<file path="src/sv/jtsr_pkg.sv">
// shared types, constants and helper functions for the json token stream reader
// no dependencies
package jtsr_pkg;

    localparam int MAX_DEPTH_DEF = 32;
    localparam int QDEPTH        = 4;

    // event kinds
    localparam logic [3:0] EV_DICT_OPEN  = 4'd0;
    localparam logic [3:0] EV_DICT_CLOSE = 4'd1;
    localparam logic [3:0] EV_ARR_OPEN   = 4'd2;
    localparam logic [3:0] EV_ARR_CLOSE  = 4'd3;
    localparam logic [3:0] EV_KEY_CHAR   = 4'd4;
    localparam logic [3:0] EV_KEY_END    = 4'd5;
    localparam logic [3:0] EV_STR_CHAR   = 4'd6;
    localparam logic [3:0] EV_STR_END    = 4'd7;
    localparam logic [3:0] EV_INTEGER    = 4'd8;
    localparam logic [3:0] EV_DECIMAL    = 4'd9;
    localparam logic [3:0] EV_BOOLEAN    = 4'd10;
    localparam logic [3:0] EV_END        = 4'd11;
    localparam logic [3:0] EV_ERROR      = 4'd12;

    // characters
    localparam logic [15:0] CH_NUL    = 16'h0000;
    localparam logic [15:0] CH_SPACE  = 16'h0020;
    localparam logic [15:0] CH_TAB    = 16'h0009;
    localparam logic [15:0] CH_LF     = 16'h000A;
    localparam logic [15:0] CH_CR     = 16'h000D;
    localparam logic [15:0] CH_QUOTE  = 16'h0022;
    localparam logic [15:0] CH_APOS   = 16'h0027;
    localparam logic [15:0] CH_PLUS   = 16'h002B;
    localparam logic [15:0] CH_COMMA  = 16'h002C;
    localparam logic [15:0] CH_MINUS  = 16'h002D;
    localparam logic [15:0] CH_DOT    = 16'h002E;
    localparam logic [15:0] CH_0      = 16'h0030;
    localparam logic [15:0] CH_9      = 16'h0039;
    localparam logic [15:0] CH_COLON  = 16'h003A;
    localparam logic [15:0] CH_SEMI   = 16'h003B;
    localparam logic [15:0] CH_UA     = 16'h0041;
    localparam logic [15:0] CH_UF     = 16'h0046;
    localparam logic [15:0] CH_UT     = 16'h0054;
    localparam logic [15:0] CH_UZ     = 16'h005A;
    localparam logic [15:0] CH_LBRK   = 16'h005B;
    localparam logic [15:0] CH_BSLASH = 16'h005C;
    localparam logic [15:0] CH_RBRK   = 16'h005D;
    localparam logic [15:0] CH_LA     = 16'h0061;
    localparam logic [15:0] CH_LE     = 16'h0065;
    localparam logic [15:0] CH_LF_    = 16'h0066;
    localparam logic [15:0] CH_LL     = 16'h006C;
    localparam logic [15:0] CH_LN     = 16'h006E;
    localparam logic [15:0] CH_LR     = 16'h0072;
    localparam logic [15:0] CH_LS     = 16'h0073;
    localparam logic [15:0] CH_LT     = 16'h0074;
    localparam logic [15:0] CH_LU     = 16'h0075;
    localparam logic [15:0] CH_LBRC   = 16'h007B;
    localparam logic [15:0] CH_RBRC   = 16'h007D;

    localparam logic [63:0] MAG_CAP   = 64'h8000_0000_0000_0000;

    typedef struct packed {
        logic [3:0]  kind;
        logic [63:0] value;
        logic [4:0]  frac;
        logic [5:0]  depth;
    } event_t;

    // one accepted word's worth of events
    typedef struct packed {
        logic   two;
        event_t ev0;
        event_t ev1;
    } rec_t;

    typedef struct packed {
        logic done;
        logic push;
    } front_stat_t;

    function automatic logic is_ws(input logic [15:0] c);
        return (c == CH_SPACE) || (c >= CH_TAB && c <= CH_CR);
    endfunction

    function automatic logic is_digit(input logic [15:0] c);
        return (c >= CH_0) && (c <= CH_9);
    endfunction

    // {valid, nibble}
    function automatic logic [4:0] hex_val(input logic [15:0] c);
        logic [15:0] t;
        t = 16'h0000;
        if (is_digit(c)) begin
            t = c - CH_0;
            return {1'b1, t[3:0]};
        end
        if (c >= CH_LA && c <= CH_LF_) begin
            t = c - CH_LA + 16'd10;
            return {1'b1, t[3:0]};
        end
        if (c >= CH_UA && c <= CH_UF) begin
            t = c - CH_UA + 16'd10;
            return {1'b1, t[3:0]};
        end
        return 5'd0;
    endfunction

    function automatic logic [15:0] bool_char(input logic is_false, input logic [2:0] pos);
        logic [15:0] r;
        r = CH_NUL;
        if (is_false) begin
            unique case (pos)
                3'd0: r = CH_LF_;
                3'd1: r = CH_LA;
                3'd2: r = CH_LL;
                3'd3: r = CH_LS;
                3'd4: r = CH_LE;
                default: r = CH_NUL;
            endcase
        end else begin
            unique case (pos)
                3'd0: r = CH_LT;
                3'd1: r = CH_LR;
                3'd2: r = CH_LU;
                3'd3: r = CH_LE;
                default: r = CH_NUL;
            endcase
        end
        return r;
    endfunction

endpackage

</file>
<file path="src/sv/jtsr_front.sv">
// front end: lexer state, scope stack and number accumulator, one word per cycle while in_fire is high
// depends on jtsr_pkg
module jtsr_front
    import jtsr_pkg::*;
#(
    parameter int MaxDepth = MAX_DEPTH_DEF
) (
    input  logic        aclk,
    input  logic        aresetn,
    input  logic        in_fire,
    input  logic [15:0] code_unit,
    output logic        push,
    output rec_t        rec,
    output front_stat_t stat
);

    localparam int DepthW = $clog2(MaxDepth + 1);

    localparam logic [3:0] PH_TOKEN       = 4'd0;
    localparam logic [3:0] PH_COMMA       = 4'd1;
    localparam logic [3:0] PH_STRING      = 4'd2;
    localparam logic [3:0] PH_ESCAPE      = 4'd3;
    localparam logic [3:0] PH_HEX         = 4'd4;
    localparam logic [3:0] PH_NUMBER      = 4'd5;
    localparam logic [3:0] PH_BOOL        = 4'd6;
    localparam logic [3:0] PH_AFTER_VALUE = 4'd7;
    localparam logic [3:0] PH_AFTER_KEY   = 4'd8;
    localparam logic [3:0] PH_AFTER_COLON = 4'd9;
    localparam logic [3:0] PH_DONE        = 4'd10;

    logic [3:0]          phase_reg, phase_next;
    logic [DepthW-1:0]   scopes_reg, scopes_next;
    logic [MaxDepth-1:0] stack_reg, stack_next;
    logic                expk_reg, expk_next;
    logic                hadc_reg, hadc_next;
    logic [63:0]         mant_reg, mant_next;
    logic [2:0]          nflags_reg, nflags_next;
    logic [4:0]          frac_reg, frac_next;
    logic [15:0]         hex_reg, hex_next;
    logic [2:0]          mpos_reg, mpos_next;

    logic        go, tok, start, do_push, do_pop, do_fail, do_finish, pdict;
    logic        num_v, oth_v;
    logic [3:0]  num_kind, oth_kind;
    logic [63:0] num_val, oth_val;
    logic [5:0]  num_depth;
    logic [67:0] acc;
    logic [63:0] dig;
    logic [4:0]  hv;
    logic [15:0] lc, want, esc;
    logic [2:0]  blen, mp1;
    logic        top_dict;

    always_comb begin
        phase_next  = phase_reg;
        scopes_next = scopes_reg;
        stack_next  = stack_reg;
        expk_next   = expk_reg;
        hadc_next   = hadc_reg;
        mant_next   = mant_reg;
        nflags_next = nflags_reg;
        frac_next   = frac_reg;
        hex_next    = hex_reg;
        mpos_next   = mpos_reg;
        go = 1'b1; tok = 1'b0; start = 1'b0; do_push = 1'b0; do_pop = 1'b0;
        do_fail = 1'b0; do_finish = 1'b0; pdict = 1'b0;
        num_v = 1'b0; oth_v = 1'b0;
        num_kind = EV_INTEGER; oth_kind = EV_ERROR;
        num_val = 64'd0; oth_val = 64'd0;
        num_depth = 6'(scopes_reg);
        dig = 64'(code_unit - CH_0);
        acc = ({4'd0, mant_reg} << 3) + ({4'd0, mant_reg} << 1) + {4'd0, dig};
        hv = hex_val(code_unit);
        lc = (code_unit >= CH_UA && code_unit <= CH_UZ) ? code_unit + 16'd32 : code_unit;
        blen = nflags_reg[0] ? 3'd5 : 3'd4;
        want = bool_char(nflags_reg[0], mpos_reg);
        mp1 = mpos_reg + 3'd1;
        esc = CH_NUL;
        top_dict = (scopes_reg != '0) && stack_reg[0];

        if (phase_reg == PH_DONE) go = 1'b0;

        // number: either absorbs the word or closes and hands the word on
        if (go && phase_next == PH_NUMBER) begin
            if (code_unit == CH_DOT) begin
                if (nflags_reg[1]) nflags_next[2] = 1'b1;
                else nflags_next[1] = 1'b1;
                go = 1'b0;
            end else if (is_digit(code_unit)) begin
                if (!nflags_reg[2]) begin
                    mant_next = (acc > {4'd0, MAG_CAP}) ? MAG_CAP : acc[63:0];
                    if (nflags_reg[1] && frac_reg != 5'd31) frac_next = frac_reg + 5'd1;
                end
                go = 1'b0;
            end else begin
                num_v    = 1'b1;
                num_kind = nflags_reg[1] ? EV_DECIMAL : EV_INTEGER;
                if (nflags_reg[0]) num_val = (~mant_reg) + 64'd1;
                else num_val = (mant_reg >= MAG_CAP) ? MAG_CAP - 64'd1 : mant_reg;
                hadc_next  = 1'b1;
                phase_next = top_dict ? PH_TOKEN : PH_AFTER_VALUE;
            end
        end

        if (go && phase_next == PH_AFTER_VALUE) begin
            if (is_ws(code_unit)) go = 1'b0;
            else if (code_unit == CH_COLON) begin
                do_fail = 1'b1;
                go = 1'b0;
            end else phase_next = PH_TOKEN;
        end

        if (go) begin
            unique case (phase_next)
                PH_TOKEN: begin
                    if (hadc_next && scopes_reg == '0) do_finish = 1'b1;
                    else if (is_ws(code_unit)) begin end
                    else if (code_unit == CH_NUL) do_finish = 1'b1;
                    else if (code_unit == CH_COMMA) phase_next = PH_COMMA;
                    else tok = 1'b1;
                end
                PH_COMMA: begin
                    if (!is_ws(code_unit)) tok = 1'b1;
                end
                PH_STRING: begin
                    if (code_unit == CH_NUL) do_fail = 1'b1;
                    else if (code_unit == CH_BSLASH) phase_next = PH_ESCAPE;
                    else if (code_unit == CH_QUOTE) begin
                        oth_v = 1'b1;
                        if (expk_reg) begin
                            oth_kind   = EV_KEY_END;
                            expk_next  = 1'b0;
                            phase_next = PH_AFTER_KEY;
                        end else begin
                            oth_kind   = EV_STR_END;
                            hadc_next  = 1'b1;
                            phase_next = top_dict ? PH_TOKEN : PH_AFTER_VALUE;
                        end
                    end else begin
                        oth_v    = 1'b1;
                        oth_kind = expk_reg ? EV_KEY_CHAR : EV_STR_CHAR;
                        oth_val  = 64'(code_unit);
                    end
                end
                PH_ESCAPE: begin
                    if (code_unit == CH_LN) esc = CH_LF;
                    else if (code_unit == CH_LR) esc = CH_CR;
                    else if (code_unit == CH_LT) esc = CH_TAB;
                    else esc = code_unit;
                    if (code_unit == CH_LU) begin
                        hex_next   = 16'd0;
                        mpos_next  = 3'd0;
                        phase_next = PH_HEX;
                    end else if (code_unit == CH_LN || code_unit == CH_LR ||
                                 code_unit == CH_LT || code_unit == CH_BSLASH ||
                                 code_unit == CH_APOS || code_unit == CH_QUOTE) begin
                        oth_v      = 1'b1;
                        oth_kind   = expk_reg ? EV_KEY_CHAR : EV_STR_CHAR;
                        oth_val    = 64'(esc);
                        phase_next = PH_STRING;
                    end else do_fail = 1'b1;
                end
                PH_HEX: begin
                    if (!hv[4]) do_fail = 1'b1;
                    else begin
                        hex_next  = {hex_reg[11:0], hv[3:0]};
                        mpos_next = mp1;
                        if (mp1 >= 3'd4) begin
                            oth_v      = 1'b1;
                            oth_kind   = expk_reg ? EV_KEY_CHAR : EV_STR_CHAR;
                            oth_val    = 64'({hex_reg[11:0], hv[3:0]});
                            mpos_next  = 3'd0;
                            phase_next = PH_STRING;
                        end
                    end
                end
                PH_BOOL: begin
                    if (mpos_reg >= blen || lc != want) do_fail = 1'b1;
                    else begin
                        mpos_next = mp1;
                        if (mp1 == blen) begin
                            oth_v      = 1'b1;
                            oth_kind   = EV_BOOLEAN;
                            oth_val    = nflags_reg[0] ? 64'd0 : 64'd1;
                            mpos_next  = 3'd0;
                            hadc_next  = 1'b1;
                            phase_next = top_dict ? PH_TOKEN : PH_AFTER_VALUE;
                        end
                    end
                end
                PH_AFTER_KEY: begin
                    if (is_ws(code_unit)) begin end
                    else if (code_unit == CH_COLON) phase_next = PH_AFTER_COLON;
                    else do_fail = 1'b1;
                end
                PH_AFTER_COLON: begin
                    if (is_ws(code_unit)) begin end
                    else if (code_unit == CH_LBRC) begin do_push = 1'b1; pdict = 1'b1; end
                    else if (code_unit == CH_LBRK) do_push = 1'b1;
                    else start = 1'b1;
                end
                default: begin end
            endcase
        end

        if (tok) begin
            if (code_unit == CH_LBRC) begin do_push = 1'b1; pdict = 1'b1; end
            else if (code_unit == CH_LBRK) do_push = 1'b1;
            else if (code_unit == CH_RBRC) begin do_pop = 1'b1; pdict = 1'b1; end
            else if (code_unit == CH_RBRK) do_pop = 1'b1;
            else if (code_unit == CH_SEMI) do_finish = 1'b1;
            else if (top_dict) begin
                if (code_unit == CH_QUOTE) begin
                    expk_next  = 1'b1;
                    phase_next = PH_STRING;
                end else do_fail = 1'b1;
            end else start = 1'b1;
        end

        if (start) begin
            if (code_unit == CH_QUOTE) begin
                expk_next  = 1'b0;
                phase_next = PH_STRING;
            end else if (is_digit(code_unit) || code_unit == CH_PLUS ||
                         code_unit == CH_MINUS) begin
                mant_next   = is_digit(code_unit) ? dig : 64'd0;
                nflags_next = (code_unit == CH_MINUS) ? 3'b001 : 3'b000;
                frac_next   = 5'd0;
                phase_next  = PH_NUMBER;
            end else if (code_unit == CH_LT || code_unit == CH_UT ||
                         code_unit == CH_LF_ || code_unit == CH_UF) begin
                nflags_next = (code_unit == CH_LF_ || code_unit == CH_UF) ? 3'b001 : 3'b000;
                mpos_next   = 3'd1;
                phase_next  = PH_BOOL;
            end else do_fail = 1'b1;
        end

        if (do_push) begin
            if (scopes_reg >= DepthW'(MaxDepth)) do_fail = 1'b1;
            else begin
                stack_next  = MaxDepth'({stack_reg, pdict});
                scopes_next = scopes_reg + 1'b1;
                oth_v       = 1'b1;
                oth_kind    = pdict ? EV_DICT_OPEN : EV_ARR_OPEN;
                phase_next  = PH_TOKEN;
            end
        end

        if (do_pop) begin
            if (scopes_reg == '0 || stack_reg[0] != pdict) do_fail = 1'b1;
            else begin
                stack_next  = stack_reg >> 1;
                scopes_next = scopes_reg - 1'b1;
                oth_v       = 1'b1;
                oth_kind    = pdict ? EV_DICT_CLOSE : EV_ARR_CLOSE;
                phase_next  = PH_TOKEN;
            end
        end

        if (do_fail || do_finish) begin
            oth_v      = 1'b1;
            oth_kind   = do_fail ? EV_ERROR : EV_END;
            oth_val    = 64'd0;
            phase_next = PH_DONE;
        end
    end

    // pack events in emission order
    always_comb begin
        rec.two       = num_v && oth_v;
        rec.ev1.kind  = oth_kind;
        rec.ev1.value = oth_val;
        rec.ev1.frac  = 5'd0;
        rec.ev1.depth = 6'(scopes_next);
        if (num_v) begin
            rec.ev0.kind  = num_kind;
            rec.ev0.value = num_val;
            rec.ev0.frac  = (num_kind == EV_DECIMAL) ? frac_reg : 5'd0;
            rec.ev0.depth = num_depth;
        end else begin
            rec.ev0 = rec.ev1;
        end
    end

    assign push      = in_fire && (num_v || oth_v);
    assign stat.done = (phase_reg == PH_DONE);
    assign stat.push = push;

    always_ff @(posedge aclk) begin
        if (!aresetn) begin
            phase_reg  <= PH_TOKEN;
            scopes_reg <= '0;
            expk_reg   <= 1'b0;
            hadc_reg   <= 1'b0;
            nflags_reg <= 3'd0;
            frac_reg   <= 5'd0;
            mpos_reg   <= 3'd0;
            mant_reg   <= 64'd0;
            hex_reg    <= 16'd0;
        end else if (in_fire) begin
            phase_reg  <= phase_next;
            scopes_reg <= scopes_next;
            expk_reg   <= expk_next;
            hadc_reg   <= hadc_next;
            nflags_reg <= nflags_next;
            frac_reg   <= frac_next;
            mpos_reg   <= mpos_next;
            mant_reg   <= mant_next;
            hex_reg    <= hex_next;
        end
    end

    // scope kinds shift line, top of stack at bit 0
    always_ff @(posedge aclk) begin
        if (in_fire) begin
            stack_reg <= stack_next;
        end
    end

endmodule

</file>
<file path="src/sv/jtsr_queue.sv">
// short queue of per-word event records between front and back
// depends on jtsr_pkg
module jtsr_queue
    import jtsr_pkg::*;
#(
    parameter int Depth = QDEPTH
) (
    input  logic aclk,
    input  logic aresetn,
    input  logic push,
    input  rec_t wr_rec,
    input  logic pop,
    output rec_t rd_rec,
    output logic not_empty,
    output logic full
);

    localparam int AW = (Depth > 1) ? $clog2(Depth) : 1;
    localparam int CW = $clog2(Depth + 1);

    rec_t          mem_reg [Depth];
    logic [AW-1:0] wp_reg, rp_reg;
    logic [CW-1:0] cnt_reg;

    assign not_empty = (cnt_reg != '0);
    assign full      = (cnt_reg == CW'(Depth));
    assign rd_rec    = mem_reg[rp_reg];

    always_ff @(posedge aclk) begin
        if (push) begin
            mem_reg[wp_reg] <= wr_rec;
        end
    end

    always_ff @(posedge aclk) begin
        if (!aresetn) begin
            wp_reg  <= '0;
            rp_reg  <= '0;
            cnt_reg <= '0;
        end else begin
            if (push) wp_reg <= (wp_reg == AW'(Depth - 1)) ? '0 : wp_reg + 1'b1;
            if (pop)  rp_reg <= (rp_reg == AW'(Depth - 1)) ? '0 : rp_reg + 1'b1;
            cnt_reg <= cnt_reg + CW'(push) - CW'(pop);
        end
    end

endmodule

</file>
<file path="src/sv/jtsr_back.sv">
// back end: walks each record's events into the output register
// depends on jtsr_pkg
module jtsr_back
    import jtsr_pkg::*;
(
    input  logic        aclk,
    input  logic        aresetn,
    input  logic        q_valid,
    input  rec_t        q_rec,
    output logic        q_pop,
    output logic        m_valid,
    input  logic        m_ready,
    output logic [3:0]  ev_kind,
    output logic [63:0] ev_value,
    output logic [4:0]  ev_frac,
    output logic [5:0]  ev_depth,
    output logic        ev_last
);

    logic   idx_reg;
    logic   valid_reg;
    logic   load, last;
    event_t ev;

    assign load  = q_valid && (!valid_reg || m_ready);
    assign last  = !q_rec.two || idx_reg;
    assign ev    = idx_reg ? q_rec.ev1 : q_rec.ev0;
    assign q_pop = load && last;
    assign m_valid = valid_reg;

    always_ff @(posedge aclk) begin
        if (!aresetn) begin
            valid_reg <= 1'b0;
            idx_reg   <= 1'b0;
        end else begin
            if (load) valid_reg <= 1'b1;
            else if (m_ready) valid_reg <= 1'b0;
            if (load) idx_reg <= !last;
        end
    end

    always_ff @(posedge aclk) begin
        if (load) begin
            ev_kind  <= ev.kind;
            ev_value <= ev.value;
            ev_frac  <= ev.frac;
            ev_depth <= ev.depth;
            ev_last  <= last;
        end
    end

endmodule

</file>
<file path="src/sv/json_token_stream_reader.sv">
// top level of the json token stream reader: front lexer, record queue, output stage
// depends on jtsr_pkg, jtsr_front, jtsr_queue, jtsr_back
//
// Streaming JSON tokenizer. One UTF-16 code unit is taken per cycle on the s_ side
// while s_ready is high (0 marks end of content) and JSON events leave on the m_ side,
// one per cycle while m_ready is high. The lexer front end handles each accepted word
// and writes the events it causes (one or two) as one record into a 4-entry queue;
// s_ready is low only while that queue is full. With at most one event per word and
// m_ready high the block sustains one word per cycle. Each event is registered in the
// queue and then in the output register. After an end or error event the block keeps
// accepting words and discards them until reset. Scope nesting is limited to MaxDepth;
// opening beyond that yields an error event.
module json_token_stream_reader
    import jtsr_pkg::*;
#(
    parameter int MaxDepth = MAX_DEPTH_DEF
) (
    input  logic        aclk,
    input  logic        aresetn,
    input  logic        s_valid,
    output logic        s_ready,
    input  logic [15:0] s_code_unit,
    output logic        m_valid,
    input  logic        m_ready,
    output logic [3:0]  m_event_kind,
    output logic signed [63:0] m_event_value,
    output logic [4:0]  m_fraction_digits,
    output logic [5:0]  m_scope_depth,
    output logic        m_last_of_item
);

    // handshake between the sides
    logic        in_fire;
    logic        q_full, q_valid, q_pop, push;
    rec_t        wr_rec, rd_rec;
    front_stat_t fstat;
    logic [63:0] ev_value;

    assign s_ready = !q_full;
    assign in_fire = s_valid && s_ready;

    // lexer, scope stack and number accumulator
    jtsr_front #(.MaxDepth(MaxDepth)) u_front (
        .aclk      (aclk),
        .aresetn   (aresetn),
        .in_fire   (in_fire),
        .code_unit (s_code_unit),
        .push      (push),
        .rec       (wr_rec),
        .stat      (fstat)
    );

    // decouples the lexer from output back pressure
    jtsr_queue #(.Depth(QDEPTH)) u_queue (
        .aclk      (aclk),
        .aresetn   (aresetn),
        .push      (push),
        .wr_rec    (wr_rec),
        .pop       (q_pop),
        .rd_rec    (rd_rec),
        .not_empty (q_valid),
        .full      (q_full)
    );

    // serializes records into single events
    jtsr_back u_back (
        .aclk     (aclk),
        .aresetn  (aresetn),
        .q_valid  (q_valid),
        .q_rec    (rd_rec),
        .q_pop    (q_pop),
        .m_valid  (m_valid),
        .m_ready  (m_ready),
        .ev_kind  (m_event_kind),
        .ev_value (ev_value),
        .ev_frac  (m_fraction_digits),
        .ev_depth (m_scope_depth),
        .ev_last  (m_last_of_item)
    );

    assign m_event_value = ev_value;

`ifndef SYNTHESIS
    // the queue is never written while full
    assert property (@(posedge aclk) disable iff (!aresetn) fstat.push |-> !q_full)
        else $error("record queue overflow");

    // once finished the lexer stays finished
    assert property (@(posedge aclk) disable iff (!aresetn) fstat.done |=> fstat.done)
        else $error("lexer left the finished state");

    // nothing is produced after the terminal event
    assert property (@(posedge aclk) disable iff (!aresetn) fstat.done |-> !fstat.push)
        else $error("event produced after end or error");

    // end and error are always the final event of their word
    assert property (@(posedge aclk) disable iff (!aresetn)
        m_valid && (m_event_kind == EV_END || m_event_kind == EV_ERROR) |-> m_last_of_item)
        else $error("terminal event not last of word");
`endif

endmodule
</file>
<file path="config.mk">
export PLATFORM = sky130hd
export DESIGN_NAME = json_token_stream_reader
export DESIGN_NICKNAME = d
export VERILOG_FILES = /design/src/sv/jtsr_pkg.sv /design/src/sv/jtsr_front.sv /design/src/sv/jtsr_queue.sv /design/src/sv/jtsr_back.sv /design/src/sv/json_token_stream_reader.sv
export SDC_FILE = /design/constraint.sdc
export NUM_CORES = 1
export LEC_CHECK = 0
export ABC_AREA = 1
export BUFFER_PORTS_ARGS = -buffer_cell sky130_fd_sc_hd__buf_2
export CORE_MARGIN = 1.5
export CORE_UTILIZATION = 60
export DETAILED_ROUTE_END_ITERATION = 16
export PLACE_DENSITY_LB_ADDON = 0.3
export SETUP_SLACK_MARGIN = 0.4
export SYNTH_ARGS = -nofsm -noshare
export SYNTH_HDL_FRONTEND = slang
export SYNTH_SLANG_ARGS = --single-unit
</file>
<file path="constraint.sdc">
create_clock -name aclk -period 16.73 [get_ports aclk]
set_input_delay 0 -clock aclk [delete_from_list [all_inputs] [get_ports aclk]]
set_output_delay 0 -clock aclk [all_outputs]
set_load 0.005 [all_outputs]
</file>
**Word-level counts from Yosys, hierarchy flattened**

Memories as Yosys holds them, arrays and structs flattened. A register that Yosys moved wholly into a read port is not among the register bits.
Index checks and enable logic that the tools add are counted.

- Register bits after elaboration: 220
- Latch bits: 0
- Bits in writable memories: 616
- ROM bits: 0
- Bits of input ports: 20
- Word-level logic and storage cells: 443
- Memories: 1

Memory list:

| name | depth | bits a word | read ports | clocked after Yosys merged registers in | write ports | line | RTL |
|---|---|---|---|---|---|---|---|
| u_queue.mem_reg | 4 | 154 | 1 | 1 | 1 | jtsr_queue.sv:21 | `rec_t mem_reg [Depth];` |

- Add/subtract/negate cells: 18
- Multiply operators: 0
- Divide/modulo/power cells: 0
- Magnitude comparators: 14
- Eq/ne operators: 45
- Shift operators: 0
- Muxes and demuxes: 294
- Bitwise operators: 2
- Reductions and logical operators: 48

Operator list:

| kind | number |
|---|---|
| 2-to-1 mux 64 bit | 22 |
| case mux 64 bit (4 select lines) | 1 |
| 2-to-1 mux 4 bit | 57 |
| == test 16 x 7 -> 1 bit, second input constant | 12 |
| 2-to-1 mux 79 bit | 2 |
| == test 16 x 6 -> 1 bit, second input constant | 9 |
| 2-to-1 mux 1 bit | 142 |
| 2-to-1 mux 16 bit | 8 |
| 2-to-1 mux 32 bit | 4 |
| 2-to-1 mux 5 bit | 15 |
| adder 67 x 65 -> 68 bit | 1 |
| adder 68 x 64 -> 68 bit | 1 |
| greater-than comparator 68 x 64 -> 1 bit, second input constant | 1 |
| adder 64 x 1 -> 64 bit, second input constant | 1 |
| >= comparator 64 bit, second input constant | 1 |
| NOT 64 bit | 1 |
| 2-to-1 mux 3 bit | 17 |
| <= comparator 16 x 7 -> 1 bit, second input constant | 3 |
| case mux 7 bit (5 select lines) | 1 |
| >= comparator 16 x 7 -> 1 bit, second input constant | 2 |
| case mux 7 bit (4 select lines) | 1 |
| 2-to-1 mux 12 bit | 2 |
| 2-to-1 mux 6 bit | 4 |
| case mux 12 bit (2 select lines) | 1 |
| other kinds (51) | 112 |

**Longest topological paths before layout**

Gate-level depths: netlist of run 1.

- Depth in word-level cells: 35
- Depth in mapped cells: 35

**Modules after synthesis**

From an unflattened synthesis of run 1, not the netlist that was laid out.

- Cell total of the unflattened synthesis: 5521
- Area total of the unflattened synthesis: 48492.8 sq um

Modules (own cells, without submodules):

| module | times used | cells each | area each (sq um) | seq. area each (sq um) |
|---|---|---|---|---|
| jtsr_queue | 1 | 1914 | 25922.4 | 19278.5 |
| jtsr_front | 1 | 3256 | 19070.8 | 2942.8 |
| jtsr_back | 1 | 348 | 3485.8 | 2442.3 |
| json_token_stream_reader | 1 | 3 | 13.8 | 0.0 |

**Worst setup path after synthesis of run 1**

No wires, ideal clock.

- Path type: register to register
- From: reg u_front.mpos_reg[0]
- To: mem u_queue.mem_reg[0][0] in the netlist's numbering (enable)
- Library setup time: 0.572 ns
- Arrival time: 6.837 ns
- Required time: 16.158 ns
- Path slack: 9.321 ns
- Cell stages (with the launch flop): 23
- Path buffers: 0
- Cells stage by stage: dfxtp_1 inv_1 ha_1 nand2_1 inv_1 o21ai_0 inv_1 nand2_1 nand2_1 nor2_1 nand3_1 nor2_1 nand3_1 nor2_1 nand2_1 nor2_1 nand3_1 nand3_1 o21bai_1 nor2_2 nand2_2 nand2_1 nor2_1

- Word-level cells in the longest chain between the ends: 30
- Elaborated cells between the ends (all ways): 49

RTL lines:

| what | line | RTL |
|---|---|---|
| from (decl) | jtsr_front.sv:40 | `logic [2:0] mpos_reg, mpos_next;` |
| from (signal assigned) | jtsr_front.sv:307 | `mpos_reg <= mpos_next;` |
| == test 3 bit, or another cell as far along | jtsr_pkg.sv:110 | `unique case (pos)` |
| case mux 7 bit (5 select lines) / case mux 7 bit (4 select lines) (equally long branches) | jtsr_pkg.sv:110, jtsr_pkg.sv:119 |  |
| 2-to-1 mux 16 bit | jtsr_pkg.sv:109 | `if (is_false) begin` |
| inequality test 16 bit | jtsr_front.sv:178 | `if (mpos_reg >= blen \|\| lc != want) do_fail = 1'b1;` |
| logical OR 1 bit | jtsr_front.sv:178 |  |
| 2-to-1 mux 1 bit | jtsr_front.sv:178 |  |
| case mux 1 bit (5 select lines) | jtsr_front.sv:114 | `unique case (phase_next)` |
| 2-to-1 mux 1 bit | jtsr_front.sv:113 | `if (go) begin` |
| [14 not listed] | n/a |  |
| 2-to-1 mux 1 bit | jtsr_front.sv:250 | `if (scopes_reg == '0 \|\| stack_reg[0] != pdict) do_fail = 1'b1;` |
| 2-to-1 mux 1 bit | jtsr_front.sv:249 | `if (do_pop) begin` |
| logical OR 1 bit | jtsr_front.sv:260 | `if (do_fail \|\| do_finish) begin` |
| 2-to-1 mux 1 bit (*) | jtsr_front.sv:260 |  |
| logical OR 1 bit (*) | jtsr_front.sv:285 | `assign push = in_fire && (num_v \|\| oth_v);` |
| logical AND 1 bit (*) | jtsr_front.sv:285 |  |
| 2-to-1 mux 1 bit (*) | jtsr_queue.sv:30 | `if (push) begin` |
| 2-to-1 mux 1 bit (not written as such) (*) | jtsr_queue.sv:31 | `mem_reg[wp_reg] <= wr_rec;` |
| to (decl) | jtsr_queue.sv:21 |  |

Mark *: on every way between the ends. The rest lies on a longest branch, timed or not.

**Worst setup path in the final report of run 1**

- From: reg u_front.nflags_reg[0]
- To: mem u_queue.mem_reg[1][125] in the netlist's numbering (enable)

- Word-level cells in the longest chain between the ends: 28
- Elaborated cells between the ends (all ways): 39

RTL lines:

| what | line | RTL |
|---|---|---|
| from (decl) | jtsr_front.sv:37 | `logic [2:0] nflags_reg, nflags_next;` |
| from (signal assigned) | jtsr_front.sv:305 | `nflags_reg <= nflags_next;` |
| 2-to-1 mux 1 bit / 2-to-1 mux 16 bit (equally long branches) | jtsr_front.sv:75, jtsr_pkg.sv:109 |  |
| >= comparator 3 bit / inequality test 16 bit (equally long branches) | jtsr_front.sv:178 |  |
| logical OR 1 bit | jtsr_front.sv:178 |  |
| 2-to-1 mux 1 bit | jtsr_front.sv:178 |  |
| case mux 1 bit (5 select lines) | jtsr_front.sv:114 |  |
| 2-to-1 mux 1 bit | jtsr_front.sv:113 |  |
| 2-to-1 mux 1 bit | jtsr_front.sv:213 | `if (code_unit == CH_QUOTE) begin` |
| 2-to-1 mux 1 bit | jtsr_front.sv:212 | `else if (top_dict) begin` |
| [12 not listed] | n/a |  |
| 2-to-1 mux 1 bit | jtsr_front.sv:250 |  |
| 2-to-1 mux 1 bit | jtsr_front.sv:249 |  |
| logical OR 1 bit | jtsr_front.sv:260 |  |
| 2-to-1 mux 1 bit (*) | jtsr_front.sv:260 |  |
| logical OR 1 bit (*) | jtsr_front.sv:285 |  |
| logical AND 1 bit (*) | jtsr_front.sv:285 |  |
| 2-to-1 mux 1 bit (*) | jtsr_queue.sv:30 |  |
| 2-to-1 mux 1 bit (not written as such) (*) | jtsr_queue.sv:31 |  |

Marks and branches as above.

==> impl.org, run 1 <==
** Run status
- The run finished with clean final reports.

** Drt
- Detailed-route wire length :: approximately 110000 microns
- Total iterations of the first detailed-routing run :: 7
- In the routed layout, each cell is associated on average with a via count of ~6.0.
- The detailed router finished its first iteration with about 3500 violations.
- Post-route antenna net violation count :: 0
- After detailed routing, the number of remaining DRC violations is 0.
- Dividing the detail-routed wire length by the instance count gives 19.7 microns.
- Summing over every cut layer, the via total after detailed routing is 32400.

** Clock network
- Clk Latency, worst-skew pair :: 620 ps
- CTS Buf Count :: 68
- Clock slew at the register clock pins of the worst setup and hold paths :: around 70 ps
- Clock net sink count :: 646
- Post-CTS resize count :: 0
- After clock tree synthesis, the setup repair step added 0 buffers.
- The H-tree generated during clock tree synthesis spans 3 levels.
- Largest buffer count on any clock path :: 3
- TritonCTS built the clock tree.
- The tree is rooted in a sky130_fd_sc_hd__clkbuf_16.

** Global route
- Global-route wire length before repair :: around 170000 microns
- The number of antenna violations at the first check in global routing came to 2.
- Congestion Overflow GR :: 0
- Pin count of the biggest net entering global routing :: around 110
- Via count of the first global-routing pass :: slightly below 30000
- Total GRT Usage :: ~33%

** Synth
- Synthesized instance count :: between 4000 and 5000
- Number of nets produced by synthesis :: 4692
- Yosys mapped a number of flops with a built-in enable equal to about 540.
- Among all flip-flop cells after synthesis, the most frequent one is sky130_fd_sc_hd__edfxtp_1.
- Largest area contributor in the netlist :: sky130_fd_sc_hd__edfxtp_1
- Synthesis inferred ~650 register bits.
- Synth warnings :: 0
- Sequential-to-total area share from yosys stat :: about half
- Async set or reset register ratio after synthesis :: 0%
- In this run the biggest area consumer among cell types represents a little over two fifths of the synthesized area.
- Top post-synthesis cells by area :: sky130_fd_sc_hd__edfxtp_1 (43%), sky130_fd_sc_hd__nor2_1 (8.3%), sky130_fd_sc_hd__nand2_1 (7.7%)
- Post-Synthesis Cell Area :: between 30000 and 40000 sq um
- Number of different library cells in the post-synthesis netlist :: between 60 and 70
- Mean Syn Cell Area :: around 8.4 sq um

** Placed design
- Instance count after placement with tap cells included :: around 5300
- Half-perimeter wire length after placement :: roughly 75000 microns
- Port Buf Inserts :: 101
- The placed instances occupy a cell area of ~39000 sq um.
- Routability congestion estimate from global placement :: 1.04

** STA
- The worst path uses around 38% of the clock period.
- Period minus WS final :: roughly 6300 ps
- Based on the critical path, the design can be clocked at up to between 0.15 and 0.2 GHz.
- Setup repair after global routing left no endpoint under its margin.
- Final hold violations :: 0
- Measured against its own limit, the worst slew margin works out to between 10% and 20%.
- The final-report max-slew violation count was 0.
- For the pin with the worst max-slew slack, the measured transition is between 1000 and 1500 ps.
- Clock skew after layout :: around 37 ps
- Final count of negative-setup-slack endpoints :: 0
- Final setup TNS :: 0 ps

** Layout
- Combined area of the multi-input logic cells :: approximately 17000 sq um
- The layout has 5067 filler cells.
- In the layout the commonest cells are sky130_fd_sc_hd__nor2_1 (830), sky130_fd_sc_hd__nand2_1 (772), sky130_fd_sc_hd__edfxtp_1 (536).
- Sequential cell area :: about 18000 sq um
- Count of nets after finishing :: ~4700
- Core utilization of the finished layout :: about two thirds
- The finished cells cover 41300 sq um.
- Fraction of layout cells with a size suffix above 1 :: about 7.3%
- The library cell used most frequently in the layout, excluding fill and tap cells, is sky130_fd_sc_hd__nor2_1.
- Post-layout instance count excluding filler cells :: around 5400
- The register with the most flip-flops in the layout has between 400 and 500 of them.
- From synthesis to final layout, the design area changed by 9.26%.

** Pwr
- Net switching is 36.7% of the power.
- Overall power consumption after layout is estimated at 5760 uW.
- The share of total power dissipated in the clock network is a little over a quarter.
- Sequential share of power :: roughly 40%
- Worst ir drop on vdd :: 0.102 mV
- The analysis attributes to net switching a power of roughly 2100 uW.
- Internal power component :: approximately 3600 uW
- Static Leak :: 0.0161 uW
- Comb power frac :: 31.9%
- Power per cell area :: 139 nW/um^2

** Worst setup path
- STA puts the critical path data arrival time at roughly 6500 ps.
- The critical path is of the reg2reg type.
- Critical path's slowest cell :: sky130_fd_sc_hd__nor2_4
- Top delay family on crit path :: simple AND/OR/NAND/NOR gates
- CP max stage delay :: roughly 700 ps
- STA classifies the critical path endpoint as a register.
- Required time at the worst-slack endpoint :: between 15000 and 20000 ps
- Walking the worst path, the cells encountered are buf_4, inv_1, buf_4, o21ai_0, o21ai_0, inv_1, nand2_1, nand2_1, nor2_1, nand3_1, nor2_1, nand3_1, nor2_1, nand2_1, nor2_1, nand3_1, nand3_1, o21bai_1, nor2_2, nand2_2, nand2_1, nor2_4, buf_4, buf_4.
- STA classifies the critical path startpoint as a register.
- In this run the worst path has a maximum fanout of 56.
- Together, buffers and inverters on the worst path number 6.

** Die
- Pin placement for this block handled 102 I/O pins.
- The die is roughly 250 microns tall.
- The floorplan step defined a core boundary enclosing between 60000 and 70000 sq um.
- Row Count :: 91
- For this configuration, the core starts out at a cell density of about three fifths.
- The die covers roughly 64000 sq um.
- In this run the horizontal extent of the chip is between 200 and 300 microns.

** Job
- Max-capacitance violation count :: 0

** Min path
- Worst hold-check path type :: in2reg
-- stage by stage --
step	hold slack, ps	worst slack, ps
floorplan	253	9320
global placement	390	10380
detailed placement	390	10380
CTS	30.3	10650
global route	75.1	10100
finish	66.0	10450
-- worst register-to-register path: stages (launching register included) --
cell                       delay, ps
sky130_fd_sc_hd__dfxtp_2         310
sky130_fd_sc_hd__buf_4           300
sky130_fd_sc_hd__inv_1           120
sky130_fd_sc_hd__buf_4           340
sky130_fd_sc_hd__o21ai_0         290
sky130_fd_sc_hd__o21ai_0         350
sky130_fd_sc_hd__inv_1            70
sky130_fd_sc_hd__nand2_1          80
sky130_fd_sc_hd__nand2_1          80
sky130_fd_sc_hd__nor2_1           90
sky130_fd_sc_hd__nand3_1         100
sky130_fd_sc_hd__nor2_1          130
sky130_fd_sc_hd__nand3_1          80
sky130_fd_sc_hd__nor2_1           90
sky130_fd_sc_hd__nand2_1         200
sky130_fd_sc_hd__nor2_1          200
sky130_fd_sc_hd__nand3_1         230
sky130_fd_sc_hd__nand3_1         150
sky130_fd_sc_hd__o21bai_1        130
sky130_fd_sc_hd__nor2_2          100
sky130_fd_sc_hd__nand2_2         120
sky130_fd_sc_hd__nand2_1         280
sky130_fd_sc_hd__nor2_4          700
sky130_fd_sc_hd__buf_4           560
sky130_fd_sc_hd__buf_4           710
-- cell usage after synthesis, types with 4 or more instances --
| cell | number |
|---|---|
| sky130_fd_sc_hd__a211oi_1 | 30 |
| sky130_fd_sc_hd__a21boi_0 | 4 |
| sky130_fd_sc_hd__a21o_1 | 13 |
| sky130_fd_sc_hd__a21oi_1 | 297 |
| sky130_fd_sc_hd__a22oi_1 | 5 |
| sky130_fd_sc_hd__a31oi_1 | 47 |
| sky130_fd_sc_hd__buf_1 | 16 |
| sky130_fd_sc_hd__buf_2 | 27 |
| sky130_fd_sc_hd__buf_4 | 5 |
| sky130_fd_sc_hd__clkbuf_1 | 139 |
| sky130_fd_sc_hd__clkinv_1 | 5 |
| sky130_fd_sc_hd__dfxtp_1 | 110 |
| sky130_fd_sc_hd__edfxtp_1 | 536 |
| sky130_fd_sc_hd__fa_1 | 63 |
| sky130_fd_sc_hd__ha_1 | 98 |
| sky130_fd_sc_hd__inv_1 | 415 |
| sky130_fd_sc_hd__inv_2 | 17 |
| sky130_fd_sc_hd__nand2_1 | 775 |
| sky130_fd_sc_hd__nand2_2 | 6 |
| sky130_fd_sc_hd__nand2_4 | 5 |
| sky130_fd_sc_hd__nand3_1 | 142 |
| sky130_fd_sc_hd__nand3_2 | 8 |
| sky130_fd_sc_hd__nand3b_1 | 12 |
| sky130_fd_sc_hd__nand4_1 | 45 |
| sky130_fd_sc_hd__nor2_1 | 836 |
| sky130_fd_sc_hd__nor2_2 | 6 |
| sky130_fd_sc_hd__nor2_4 | 5 |
| sky130_fd_sc_hd__nor3_1 | 71 |
| sky130_fd_sc_hd__nor3_2 | 5 |
| sky130_fd_sc_hd__nor3b_1 | 6 |
| sky130_fd_sc_hd__nor4_1 | 20 |
| sky130_fd_sc_hd__o211ai_1 | 45 |
| sky130_fd_sc_hd__o21a_1 | 13 |
| sky130_fd_sc_hd__o21ai_0 | 486 |
| sky130_fd_sc_hd__o21ai_1 | 12 |
| sky130_fd_sc_hd__o21bai_1 | 12 |
| sky130_fd_sc_hd__o221ai_1 | 5 |
| sky130_fd_sc_hd__o22ai_1 | 36 |
| sky130_fd_sc_hd__o31ai_1 | 5 |
| sky130_fd_sc_hd__o41ai_1 | 5 |
| sky130_fd_sc_hd__or2_2 | 18 |
| sky130_fd_sc_hd__xnor2_1 | 32 |
| sky130_fd_sc_hd__xor2_1 | 42 |
-- power by group through the flow --
stage | clock [uW] | sequential [uW] | combinational, uW
2_1_floorplan | 0 | 2360 | 1220
3_3_place_gp | 0 | 2370 | 1770
3_5_place_dp | 0 | 2380 | 1800
4_1_cts | 1580 | 2350 | 1810
5_1_grt | 1640 | 2380 | 2040
6_report | 1570 | 2350 | 1840
-- kinds of logic after synthesis --
logic type	share of synthesized area, %
flops	48.5
buf+inv	6.41
compound gates	15.2
simple gates	21.6
fa+ha+maj	6.59
xor+xnor	1.76
-- cell type report --
cell class	instances	share of cell area [%]
Tap cell	837	2.54
Timing Repair Buffer	138	1.93
Clock inverter	41	1.29
Inverter	438	4.00
Clock buffer	85	4.35
Antenna cell	2	0.0121
Sequential cell	646	44.4
Multi-Input combinational cell	3238	41.5
-- repair_timing --
| item | CTS | global route |
|---|---|---|
| setup endpoints to repair | 0 | 0 |
| hold buffers | 5 | 0 |
| hold endpoints to repair | 11 | 0 |
-- worst paths after layout --
kind | to | depth (start not counted) | startpoint | slack, ps
hold / removal | u_front.mant_reg[3]$_SDFFE_PN0P_ | 5 | s_code_unit[3] | 70
hold reg to reg | u_front.hex_reg[11]$_SDFFE_PN0P_ | 2 | u_front.hex_reg[11]$_SDFFE_PN0P_ | 500
setup / recovery | u_queue.mem_reg[1][125]$_DFFE_PP_ | 24 | u_front.nflags_reg[0]$_SDFFE_PN0P_ | 10450
setup reg to reg | u_queue.mem_reg[1][125]$_DFFE_PP_ | 24 | u_front.nflags_reg[0]$_SDFFE_PN0P_ | 10450
-- per-layer routing --
| layer | global-route usage, % | wire (microns) | vias up | part of all wire (%) |
|---|---|---|---|---|
| met3 | 5.97 | 11300 | 202 | 11 |
| met2 | 50.3 | 47400 | 1613 | 44 |
| li1 | - | - | 15400 | - |
| met4 | 8.38 | 2430 | 0 | 2.3 |
| met1 | 49.5 | 45900 | 15200 | 43 |
| met5 | 0 | 0 | - | 0 |
(Power assumes the default switching activity.)
==> run 2, diff against run 1 <==
clock period = 6.2 ns   (was 16.73 ns; I/O delays follow)
==> impl.org, run 2 (same netlist as run 1, synthesis figures left out) <==
** Run status
- Status :: complete, no violations

** Die
- The die width is 254 microns (unchanged).
- The floorplan die height came to 254 microns (unchanged).
- Die area :: 64500 sq um (unchanged)
- Placeable core region :: 61900 sq um (unchanged)
- The starting density of the core came to 61.0% (unchanged).
- Row Count :: 91 (unchanged)
- The number of I/O pins came to 102 (unchanged).

** Global route
- Pin count of the biggest net entering global routing :: 112 (unchanged)
- Congestion Overflow GR :: 0 (unchanged)
- Antenna violations before repair :: 0 (-2)
- The number of global-route vias before repair came to 30900 (+3.6%).
- The first-pass GRT wire length came to 169000 microns (+2.0%).
- The total track usage was 33.8% (+0.51 points).

** STA
- The maximum clock frequency is 0.190 GHz (+19%).
- The share of the clock period used by the worst path was 85.0% (+48 points).
- Period minus WS final :: 5270 ps (-1000 ps)
- Unrepaired setup endpoints after global routing :: no
- The final-report max-slew violation count came to 0 (unchanged).
- Clock skew after layout :: 40.9 ps (+4.28 ps)
- The number of hold violations in the final report was 0 (unchanged).
- Worst slew margin relative to its limit :: 23.6% (+6.6 points)
- Final count of negative-setup-slack endpoints :: 0 (unchanged)
- Worst Max-Slew Pin Slew :: 1130 ps (-95.6 ps)

** Drt
- The detailed-route DRC error count was 0 (unchanged).
- Total iterations of the first detailed-routing run :: 6 (-1)
- First DRT Iteration DRCs :: 4042 (+14%)
- The via total after detailed routing came to 32800 (+1.2%).
- The count of antenna-violating nets left after detailed routing was 0 (unchanged).
- The final routed wirelength across all metal layers is 109000 microns (+1.8%).
- Detail-routed net length per standard cell :: 20.1 microns (+1.8%)
- The number of vias per cell after detailed routing came to 6.05 (+1.2%).

** Clock network
- The source-to-sink clock delay at the later pin of the worst-skew pair came to 640 ps (+20 ps).
- TritonCTS built the clock tree.
- The clock slew seen by the registers of the worst setup and hold paths was 60 ps (about the same).
- Root Driver :: sky130_fd_sc_hd__clkbuf_16
- The clock buffer count from CTS came to 68 (unchanged).
- H-tree depth reported by CTS :: 3 (unchanged)
- The buffer levels on the longest clock path is 3 (unchanged).
- Post CTS Setup Buffer Count :: 0 (unchanged)
- Clock net sink count :: 646 (unchanged)

** Placed design
- Port Buf Inserts :: 101 (unchanged)
- The routability-driven placement congestion ratio was 1.11 (+6.3%).
- The placed instance count was 5295 (+0.057%).
- The detailed placement HPWL is 74700 microns (about the same).

** Pwr
- The share of total power in sequential cells was 40.7% (about the same).
- The combinational fraction of design power came to 31.9% (about the same).
- Clock power share :: 27.4% (about the same)
- Switching Share :: 36.7% (+0.083 points)
- The reported leakage power was 0.0161 uW (+0.46%).
- Internal power component :: 9900 uW (+170%)
- Sw Pwr :: 5750 uW (+170%)
- The post-layout total power was 15700 uW (+170%).
- Worst ir drop on vdd :: 0.341 mV (+240%)
- The power per unit of standard cell area was 377 nW/um^2 (+170%).

** Layout
- Post-layout instance count excluding filler cells :: 5426 (+0.018%)
- The library cells used most frequently in the layout, excluding fill and tap cells, are sky130_fd_sc_hd__nor2_1 (830), sky130_fd_sc_hd__nand2_1 (772), sky130_fd_sc_hd__edfxtp_1 (536).
- Leaving out fill and tap cells, the most frequent cell in the layout is sky130_fd_sc_hd__nor2_1.
- Antenna cells :: 0 (-2)
- Signed area change from the synthesized netlist to the final layout :: 9.81%
- The post-layout net count came to 4715 (+0.085%).
- The number of flip-flops under the largest register name came to 424 (unchanged).
- Fraction of layout cells with a size suffix above 1 :: 7.54% (+0.19 points)
- The share of the core filled with cells in the final layout was 67.0% (+0.34 points).

** Worst setup path
- The worst setup path is of the reg2reg kind.
- Biggest fanout along the worst timing path :: 13 (-77%)
- Arrival time of the worst setup path :: 5750 ps (-740 ps)
- The worst setup path is captured at a register.
- The worst setup path is launched from a register.
- The critical path required time is 6670 ps (-10280 ps).

** Job
- Max-capacitance violation count :: 0 (unchanged)

** Min path
- In this run the worst hold path is classified as in2reg.
## run 2: final cells by class
| type | count | area (sq um) |
|---|---|---|
| well taps | 837 | 1050 |
| repair buffers | 142 | 941 |
| inverters | 438 | 1650 |
| multi-input cells | 3238 | 17100 |
| flip-flops and latches | 646 | 18300 |
| fillers | 4989 | 20500 |
| clock inverters | 35 | 513 |
| clock buffers | 90 | 1880 |
## run 2: worst paths after layout
check                                    start                                to  cells past startpoint  slack [ps]
min reg2reg    u_front.hex_reg[2]$_SDFFE_PN0P_   u_front.hex_reg[6]$_SDFFE_PN0P_                      2         490
min                             s_code_unit[3]  u_front.mant_reg[3]$_SDFFE_PN0P_                      5          40
max reg2reg  u_front.num_depth[0]$_SDFFE_PN0P_     u_queue.cnt_reg[2]$_SDFF_PN0_                     24         930
max          u_front.num_depth[0]$_SDFFE_PN0P_     u_queue.cnt_reg[2]$_SDFF_PN0_                     24         930
## run 2: critical path, cell delays in order, from the launching register on
cell                      delay, ps
sky130_fd_sc_hd__dfxtp_1        450
sky130_fd_sc_hd__inv_1          210
sky130_fd_sc_hd__ha_1           240
sky130_fd_sc_hd__nand4_1        240
sky130_fd_sc_hd__nand2_1        180
sky130_fd_sc_hd__inv_1          180
sky130_fd_sc_hd__nand3_2        140
sky130_fd_sc_hd__nand2_1        140
sky130_fd_sc_hd__inv_2           90
sky130_fd_sc_hd__nand4_1        290
sky130_fd_sc_hd__inv_1          340
sky130_fd_sc_hd__nand2_1        220
sky130_fd_sc_hd__nand3_1        100
sky130_fd_sc_hd__nor2_1         120
sky130_fd_sc_hd__nand3_1         80
sky130_fd_sc_hd__nor2_1         110
sky130_fd_sc_hd__nand3_1        150
sky130_fd_sc_hd__nor2_2         340
sky130_fd_sc_hd__nand2_2        140
sky130_fd_sc_hd__nand2_1        370
sky130_fd_sc_hd__inv_1          130
sky130_fd_sc_hd__ha_1           240
sky130_fd_sc_hd__fa_1           380
sky130_fd_sc_hd__xnor2_1        160
sky130_fd_sc_hd__nor2_1          50
## run 2: power groups by stage
stage	Combinational (uW)	Sequential, uW	Clock (uW)
2_1_floorplan	3290	6350	0
3_3_place_gp	4780	6410	0
3_5_place_dp	4860	6440	0
4_1_cts	4910	6360	4320
5_1_grt	5520	6460	4480
6_report	5000	6360	4290
## run 2: per-stage QoR
step | instance area [sq um] | hold slack, ps | setup WS (ps) | setup TNS, ps
2_1_floorplan | 37800 | 263 | -1210 | -512500
3_3_place_gp | 39000 | 329 | 775 | 0
3_5_place_dp | 39000 | 336 | 693 | 0
4_1_cts | 41500 | 11.4 | 1130 | 0
5_1_grt | 41500 | 60.5 | 659 | 0
6_report | 41500 | 44.9 | 928 | 0
## run 2: per-layer routing
layer,share of wire [%],global-route usage (%),vias up
met4,2.8,10.5,0
met1,42,48.7,15500
met5,0,0,-
li1,-,-,15400
met2,45,52.6,1737
met3,10,5.17,220
## run 2: repair_timing
action,4_1_cts,5_1_grt
hold buffers,6,0
setup endpoints to repair,0,0
gates resized for setup,0,0
hold endpoints to repair,16,0
